[src/rtl/sfcd_pkg.sv]
// Shared constants, types and status codes of the SBUS frame channel decoder.
`timescale 1ns / 1ps
`default_nettype none

package sfcd_pkg;

  // Frame geometry.
  localparam int FRAME_LEN     = 25;
  localparam int STORE_DEPTH   = FRAME_LEN - 1;
  localparam int FLAG_BYTE     = 23;
  localparam int BYTE_W        = 8;
  localparam int CNT_W         = 5;

  // Channel layout.
  localparam int NUM_CHANNELS  = 10;
  localparam int CHAN_W        = 11;
  localparam int STATUS_W      = 3;
  localparam int PAYLOAD_BYTES = (NUM_CHANNELS * CHAN_W + BYTE_W - 1) / BYTE_W;
  localparam int PAYLOAD_FIRST = 1;

  // Failsafe and frame-lost bits of the flag byte.
  localparam int FAILSAFE_BIT  = 3;
  localparam int LOST_BIT      = 2;

  // Stream and configuration widths.
  localparam int IN_DATA_W     = 8;
  localparam int OUT_BITS      = STATUS_W + NUM_CHANNELS * CHAN_W;
  localparam int OUT_DATA_W    = ((OUT_BITS + 7) / 8) * 8;
  localparam int CFG_ADDR_W    = 1;
  localparam int CFG_DATA_W    = 8;

  // Configuration register indexes.
  typedef enum logic [CFG_ADDR_W-1:0] {
    REG_HEADER = 1'b0,
    REG_FOOTER = 1'b1
  } sfcd_reg_t;

  // Result status codes.
  typedef enum logic [STATUS_W-1:0] {
    ST_OK         = 3'd0,
    ST_BAD_HEADER = 3'd1,
    ST_BAD_FOOTER = 3'd2,
    ST_FAILSAFE   = 3'd3,
    ST_FRAME_LOST = 3'd4
  } sfcd_status_t;

  // One decoded frame.
  typedef struct packed {
    sfcd_status_t                         status;
    logic [NUM_CHANNELS-1:0][CHAN_W-1:0]  chan;
  } sfcd_result_t;

  // Expected framing bytes.
  typedef struct packed {
    logic [BYTE_W-1:0] header;
    logic [BYTE_W-1:0] footer;
  } sfcd_cfg_t;

endpackage

`default_nettype wire

[src/rtl/sbus_frame_channel_decoder_core.sv]
// Top level of the SBUS frame channel decoder: byte chain, counter and result register.
`timescale 1ns / 1ps
`default_nettype none

// The decoder takes one serial byte per clock cycle and collects a 25-byte
// frame in a chain of 24 byte cells that shifts once for every stored byte.
// A word with in_tuser set always starts a new frame; bytes outside a frame
// are dropped. When the 25th byte arrives, the header, footer and flag
// checks and the unpacking of the ten 11-bit channels are done in that same
// cycle and the result is loaded into the output register, so it appears on
// out_tdata in the cycle after the last byte. Every cycle can take a byte; the
// input stalls only while a finished result sits in the output register and
// out_tready is low. Header and footer values are written through the cfg port;
// the user must write them only while the block is idle; the block does not enforce it.
module sbus_frame_channel_decoder_core
  import sfcd_pkg::*;
(
  input  wire logic                  clk,
  input  wire logic                  rst_n,
  // Configuration write port.
  input  wire logic                  cfg_we,
  input  wire logic [CFG_ADDR_W-1:0] cfg_addr,
  input  wire logic [CFG_DATA_W-1:0] cfg_wdata,
  // Input byte stream.
  input  wire logic                  in_tvalid,
  output logic                       in_tready,
  input  wire logic [IN_DATA_W-1:0]  in_tdata,   // [7:0] rx_byte
  input  wire logic [0:0]            in_tuser,   // [0] frame_begin
  // Decoded frame stream.
  output logic                       out_tvalid,
  input  wire logic                  out_tready,
  output logic [OUT_DATA_W-1:0]      out_tdata   // [2:0] status, then chan0..chan9,
                                                 // 11 bits each, zero padded
);

  localparam logic [CNT_W-1:0] CNT_LAST = CNT_W'(STORE_DEPTH);
  localparam logic [CNT_W-1:0] CNT_IDLE = CNT_W'(FRAME_LEN);

  sfcd_cfg_t                        cfg_r;
  logic [CNT_W-1:0]                 cnt_r;
  logic [CNT_W-1:0]                 cnt_nxt;
  logic [CNT_W-1:0]                 cnt_eff;
  logic                             out_valid_r;
  logic                             out_valid_nxt;
  sfcd_result_t                     res_r;
  sfcd_result_t                     res_calc;
  logic                             in_fire;
  logic                             shift_en;
  logic                             frame_done;
  logic [BYTE_W-1:0]                cell_q [STORE_DEPTH];
  logic [STORE_DEPTH-1:0][BYTE_W-1:0] frame_bytes;

  // Configuration registers.
  always_ff @(posedge clk) begin
    if (!rst_n) begin
      cfg_r.header <= 8'd15;
      cfg_r.footer <= 8'd0;
    end else if (cfg_we) begin
      case (cfg_addr)
        REG_HEADER: cfg_r.header <= cfg_wdata;
        REG_FOOTER: cfg_r.footer <= cfg_wdata;
        default:    cfg_r        <= cfg_r;
      endcase
    end
  end

  // Handshake: a byte is taken unless a result is stuck in the output register.
  assign in_tready = !out_valid_r || out_tready;
  assign in_fire   = in_tvalid && in_tready;

  // Byte position of the incoming word, restarted by a frame begin.
  assign cnt_eff    = in_tuser[0] ? '0 : cnt_r;
  assign shift_en   = in_fire && (cnt_eff < CNT_LAST);
  assign frame_done = in_fire && (cnt_eff == CNT_LAST);

  always_comb begin
    cnt_nxt = cnt_r;
    if (shift_en) begin
      cnt_nxt = cnt_eff + CNT_W'(1);
    end else if (frame_done) begin
      cnt_nxt = CNT_IDLE;
    end
  end

  always_ff @(posedge clk) begin
    if (!rst_n) begin
      cnt_r <= CNT_IDLE;
    end else begin
      cnt_r <= cnt_nxt;
    end
  end

  // Chain of byte cells; cell 0 takes the new byte, the oldest byte sits at the far end.
  for (genvar i = 0; i < STORE_DEPTH; i++) begin : g_cell
    if (i == 0) begin : g_head
      sfcd_byte_cell u_cell (
        .clk      (clk),
        .shift_en (shift_en),
        .d_in     (in_tdata[BYTE_W-1:0]),
        .q_out    (cell_q[i])
      );
    end else begin : g_body
      sfcd_byte_cell u_cell (
        .clk      (clk),
        .shift_en (shift_en),
        .d_in     (cell_q[i-1]),
        .q_out    (cell_q[i])
      );
    end
    assign frame_bytes[STORE_DEPTH-1-i] = cell_q[i];
  end

  sfcd_frame_check u_check (
    .frame       (frame_bytes),
    .footer_byte (in_tdata[BYTE_W-1:0]),
    .cfg         (cfg_r),
    .result      (res_calc)
  );

  // Output register.
  always_comb begin
    out_valid_nxt = out_valid_r;
    if (frame_done) begin
      out_valid_nxt = 1'b1;
    end else if (out_tready) begin
      out_valid_nxt = 1'b0;
    end
  end

  always_ff @(posedge clk) begin
    if (!rst_n) begin
      out_valid_r <= 1'b0;
    end else begin
      out_valid_r <= out_valid_nxt;
    end
  end

  always_ff @(posedge clk) begin
    if (frame_done) begin
      res_r <= res_calc;
    end
  end

  // Pack the result word.
  always_comb begin
    out_tdata = '0;
    out_tdata[STATUS_W-1:0] = res_r.status;
    for (int k = 0; k < NUM_CHANNELS; k++) begin
      out_tdata[STATUS_W + k*CHAN_W +: CHAN_W] = res_r.chan[k];
    end
  end

  assign out_tvalid = out_valid_r;

  // A new result appears only right after the last byte of a frame.
  a_result_source: assert property (@(posedge clk) disable iff (!rst_n)
    $rose(out_valid_r) |-> $past(in_fire && !in_tuser[0] && cnt_r == CNT_LAST))
    else $error("result appeared without a completed frame");

  // The byte counter never leaves its legal range.
  a_cnt_range: assert property (@(posedge clk) disable iff (!rst_n)
    cnt_r <= CNT_IDLE)
    else $error("byte counter out of range");

  // A frame begin always leaves one stored byte behind.
  a_begin_restart: assert property (@(posedge clk) disable iff (!rst_n)
    (in_fire && in_tuser[0]) |=> cnt_r == CNT_W'(1))
    else $error("frame begin did not restart capture");

  // A completed frame returns the decoder to idle.
  a_done_idle: assert property (@(posedge clk) disable iff (!rst_n)
    frame_done |=> (cnt_r == CNT_IDLE) && out_valid_r)
    else $error("frame completion did not load result and go idle");

endmodule

`default_nettype wire

[src/rtl/sfcd_byte_cell.sv]
// One byte cell of the frame shift chain.
`timescale 1ns / 1ps
`default_nettype none

module sfcd_byte_cell
  import sfcd_pkg::*;
(
  input  wire logic              clk,
  input  wire logic              shift_en,
  input  wire logic [BYTE_W-1:0] d_in,
  output logic      [BYTE_W-1:0] q_out
);

  logic [BYTE_W-1:0] byte_r;
  logic [BYTE_W-1:0] byte_nxt;

  // Take the neighbor's byte when the chain advances.
  always_comb begin
    byte_nxt = shift_en ? d_in : byte_r;
  end

  always_ff @(posedge clk) begin
    byte_r <= byte_nxt;
  end

  assign q_out = byte_r;

endmodule

`default_nettype wire

[src/rtl/sfcd_frame_check.sv]
// Framing checks and channel unpacking of a complete frame.
`timescale 1ns / 1ps
`default_nettype none

module sfcd_frame_check
  import sfcd_pkg::*;
(
  input  wire logic [STORE_DEPTH-1:0][BYTE_W-1:0] frame,
  input  wire logic [BYTE_W-1:0]                  footer_byte,
  input  wire sfcd_cfg_t                          cfg,
  output sfcd_result_t                            result
);

  logic [PAYLOAD_BYTES*BYTE_W-1:0] payload;
  logic                            header_ok;
  logic                            footer_ok;

  // Payload bits start at bit 0 of frame byte 1.
  always_comb begin
    for (int j = 0; j < PAYLOAD_BYTES; j++) begin
      payload[j*BYTE_W +: BYTE_W] = frame[PAYLOAD_FIRST + j];
    end
  end

  assign header_ok = (frame[0] == cfg.header);
  assign footer_ok = (footer_byte == cfg.footer);

  // Status in priority order; channels are zeroed on bad framing.
  always_comb begin
    if (!header_ok) begin
      result.status = ST_BAD_HEADER;
    end else if (!footer_ok) begin
      result.status = ST_BAD_FOOTER;
    end else if (frame[FLAG_BYTE][FAILSAFE_BIT]) begin
      result.status = ST_FAILSAFE;
    end else if (frame[FLAG_BYTE][LOST_BIT]) begin
      result.status = ST_FRAME_LOST;
    end else begin
      result.status = ST_OK;
    end
    for (int k = 0; k < NUM_CHANNELS; k++) begin
      result.chan[k] = (header_ok && footer_ok) ? payload[k*CHAN_W +: CHAN_W] : '0;
    end
  end

endmodule

`default_nettype wire
[config.mk]
export PLATFORM = sky130hd
export DESIGN_NAME = sbus_frame_channel_decoder_core
export DESIGN_NICKNAME = d
export VERILOG_FILES = /design/src/rtl/sfcd_pkg.sv /design/src/rtl/sbus_frame_channel_decoder_core.sv /design/src/rtl/sfcd_byte_cell.sv /design/src/rtl/sfcd_frame_check.sv
export SDC_FILE = /design/constraint.sdc
export NUM_CORES = 1
export LEC_CHECK = 0
export ABC_CLOCK_PERIOD_IN_PS = 12300
export BUFFER_PORTS_ARGS = -buffer_cell sky130_fd_sc_hd__buf_2
export CAP_MARGIN = 20
export CORE_MARGIN = 4
export CORE_UTILIZATION = 46
export DETAILED_ROUTE_END_ITERATION = 10
export PLACE_DENSITY = 0.66
export SYNTH_ARGS = -nofsm -noshare
export SYNTH_HDL_FRONTEND = slang
export SYNTH_SLANG_ARGS = --single-unit
[constraint.sdc]
create_clock -name clk -period 12.3 [get_ports clk]
set_clock_uncertainty 0.2 [all_clocks]
set_input_delay 1.23 -clock clk [delete_from_list [all_inputs] [get_ports clk]]
set_output_delay 1.23 -clock clk [all_outputs]
set_load 0.005 [all_outputs]
==> flow_metrics.py <==
metrics = {
    "status": {
        "status": "completed",
    },
    "sta": {
        "hold_viol_final": 0,
        "achievable-frequency_mhz": 292,
        "rsz0062_at_grt": "false",
        "min_period_over_period_pct": 27.9,
        "worst_slew_pin_slew_ns": 1.03,
        "slew_viol_final": 0,
        "slew_headroom_pct": 31.3,
        "setup_tns_ns": 0,
        "fin_crit_ns": 3.43,
        "finalSetupViolations": 0,
    },
    "worst_setup_path": {
        "worst_setup_path_end_kind": "register",
        "cpLargestDelayFamily": "simple AND/OR/NAND/NOR gates",
        "reg2reg_from": "out_tvalid",
        "reg2reg_to": "out_tdata[105]",
        "reg2reg_depth": 4,
        "critPathLaunch": "out_tready",
        "path_buf_inv": 2,
        "slowest_delay_ns": 0.78,
        "cp_max_fo": 61,
        "crit_slowest_cell": "and3_4",
        "critPathKind": "in2reg",
        "cp-start-kind": "input pin",
        "critPathRequiredTime_ns": 12.26,
        "crit_chain": "buf_2, nand2b_1, and2_0, and3_4, buf_4",
        "rrSetupSlack_ns": 9.35,
        "cp.arrival_ns": 3.39,
    },
    "cts": {
        "post_cts_buffers": 0,
        "root_buffer": "clkbuf_16",
        "numCtsBuffers": 31,
        "clk_path_buf_depth": 3,
        "cts_resized": 0,
        "clock_sinks": 327,
        "clk_pin_slew_ns": 0.06,
        "cts_tree": "built",
        "clk_latency_ns": 0.55,
        "hold_buffers": 0,
        "htreeDepth": 1,
    },
    "power": {
        "leakage_nw": 5.12,
        "powerDensity_mw_per_mm2": 172,
        "ir_drop_v": 0.000113,
        "total_power_mw": 2.26,
    },
    "placed_design": {
        "gp_congestion": 0.881,
        "port_buffers": 137,
        "dp_cells": 1011,
        "hpwlAfterDp_mm": 11.3,
    },
    "floorplan": {
        "fp.dieArea_mm2": 0.0268,
        "start_util_pct": 47.2,
        "io_pins": 145,
        "die_w_um": 164,
        "num_rows": 56,
        "design.core.area_mm2": 0.0236,
        "fp.dieH_um": 164,
    },
    "global_route": {
        "grt_pass1_vias": 5168,
        "grt.total_usage_pct": 13.7,
        "antenna_found_initial": 0,
        "overflow": 0,
        "grt_max_degree": 193,
        "grt_pass1_wl_mm": 28.7,
    },
    "finish": {
        "fin_util_pct": 55.8,
        "layout_common_cells": "305 x edfxtp_1, 137 x buf_2, 62 x and2_1",
        "mostFrequentLayoutCell": "edfxtp_1",
        "final-instance-count-excl-fill": 1070,
        "syn2layout_area_growth_pct": 18.3,
        "nets": 749,
        "drive_above_1_share_pct": 31.6,
        "antenna_cells": 0,
    },
    "route": {
        "route.detailed.drc": 0,
        "num_vias": 5138,
        "viasPerCell": 4.80,
        "drt-wirelength-per-cell_um": 17.0,
        "wirelength_mm": 18.2,
        "drtAntennaViolNets": 0,
        "drtPass1Iterations": 4,
        "drtIter0Drc": 295,
    },
    "synth": {
        "synth_area_leaders": "edfxtp_1 82%, dfxtp_1 4.0%, and2_1 3.5%",
        "yosysUniqueCellTypes": 31,
        "synth_top_cell_by_area": "edfxtp_1",
        "synth_top_area_share_pct": 82.2,
        "syn_area_mm2": 0.0111,
        "syn_inst": 571,
        "synth-seq-cells": 327,
        "yosysSeqAreaShare_pct": 86.2,
        "syn-mean-instance-area_um2": 19.5,
        "synth.yosys.warnings": 0,
    },
    "worst_hold_path": {
        "hp-start": "g_cell[1].g_body.u_cell.q_out[2]",
        "holdPathEnd": "g_cell[2].g_body.u_cell.q_out[2]",
        "hold_path.class": "reg2reg",
        "holdPathStages": 0,
    },
    "job": {
        "maxCapViolations": 0,
    },
}
[where the power goes]
group	internal, mW	total (mW)	leakage [nW]	switching, mW
combinational	0.0120	0.0438	1.34	0.0318
clock	0.546	0.931	0.484	0.385
sequential	1.27	1.29	3.30	0.0204
[synth_stat cells]
cell	n
and4b_1	1
nor2_1	5
a31oi_1	2
xnor2_1	16
dfxtp_1	22
and3b_1	1
o221a_2	1
nor3_1	3
and3b_2	1
conb_1	1
and2_1	62
nand3_1	13
nor4_2	1
o21ai_0	5
nand2_1	27
buf_4	7
a21oi_1	3
nand2b_1	2
and3_1	2
clkbuf_2	9
a211o_1	1
a21boi_0	15
inv_1	1
nor3b_1	1
and2_2	48
and2_0	1
nor2b_1	1
buf_6	1
edfxtp_1	305
clkbuf_1	8
nand4_1	5
[sequential cells by signal, indices dropped and copies added (netlist names)]
signal,count
g_cell.g_body.u_cell.q_out,184
out_tdata,113
cfg_r,16
g_cell.g_head.u_cell.q_out,8
cnt_r,5
out_tvalid,1
[metal layers]
layer	routed length, um	vias to the layer above	track usage, %
li1	-	2403	-
met1	8220	2511	19.9
met2	8240	189	20.9
met3	1290	35	3.03
met4	477	0	4.04
met5	0	-	0
[worst max path at each step]
| stage | end | slack [ns] | cells after the start |
|---|---|---|---|
| 6_report | out_tdata[105] | 8.87 | 5 |
| 5_1_grt | out_tdata[107] | 8.71 | 5 |
| 4_1_cts | out_tdata[111] | 8.71 | 6 |
| 3_5_place_dp | out_tdata[2] | 8.12 | 6 |
| 3_3_place_gp | out_tdata[2] | 8.24 | 6 |
| 2_1_floorplan | g_cell[0].g_head.u_cell.q_out[0] | 1.86 | 3 |
[logic make-up after synthesis]
| group | count (synthesis) | share of synthesized area [%] |
|---|---|---|
| buffers and inverters | 26 | 1.28 |
| AOI/OAI and AO/OA | 27 | 1.66 |
| and+or+nand+nor | 174 | 9.57 |
| other | 1 | 0.0337 |
| xor gates and xnor gates | 16 | 1.26 |
| DFF | 327 | 86.2 |
[through the flow]
step / setup slack (ns) / area (um2) / hold slack, ns
6_report: 8.87 / 13200 / 0.211
5_1_grt: 8.71 / 13200 / 0.218
4_1_cts: 8.71 / 13200 / 0.213
3_5_place_dp: 8.12 / 12200 / 0.205
3_3_place_gp: 8.24 / 12200 / 0.201
2_1_floorplan: 1.86 / 11200 / 0.200
[layout make-up]
type                            count  area, um2
Sequential cell                   327       9600
Clock buffer                       38        802
Fill cell                        1812      10400
Multi-Input combinational cell    224       1440
Inverter                            1       3.75
Timing Repair Buffer              141        732
Clock inverter                     20        203
Tap cell                          319        399
Note: power is estimated with default switching activity, not from simulation.
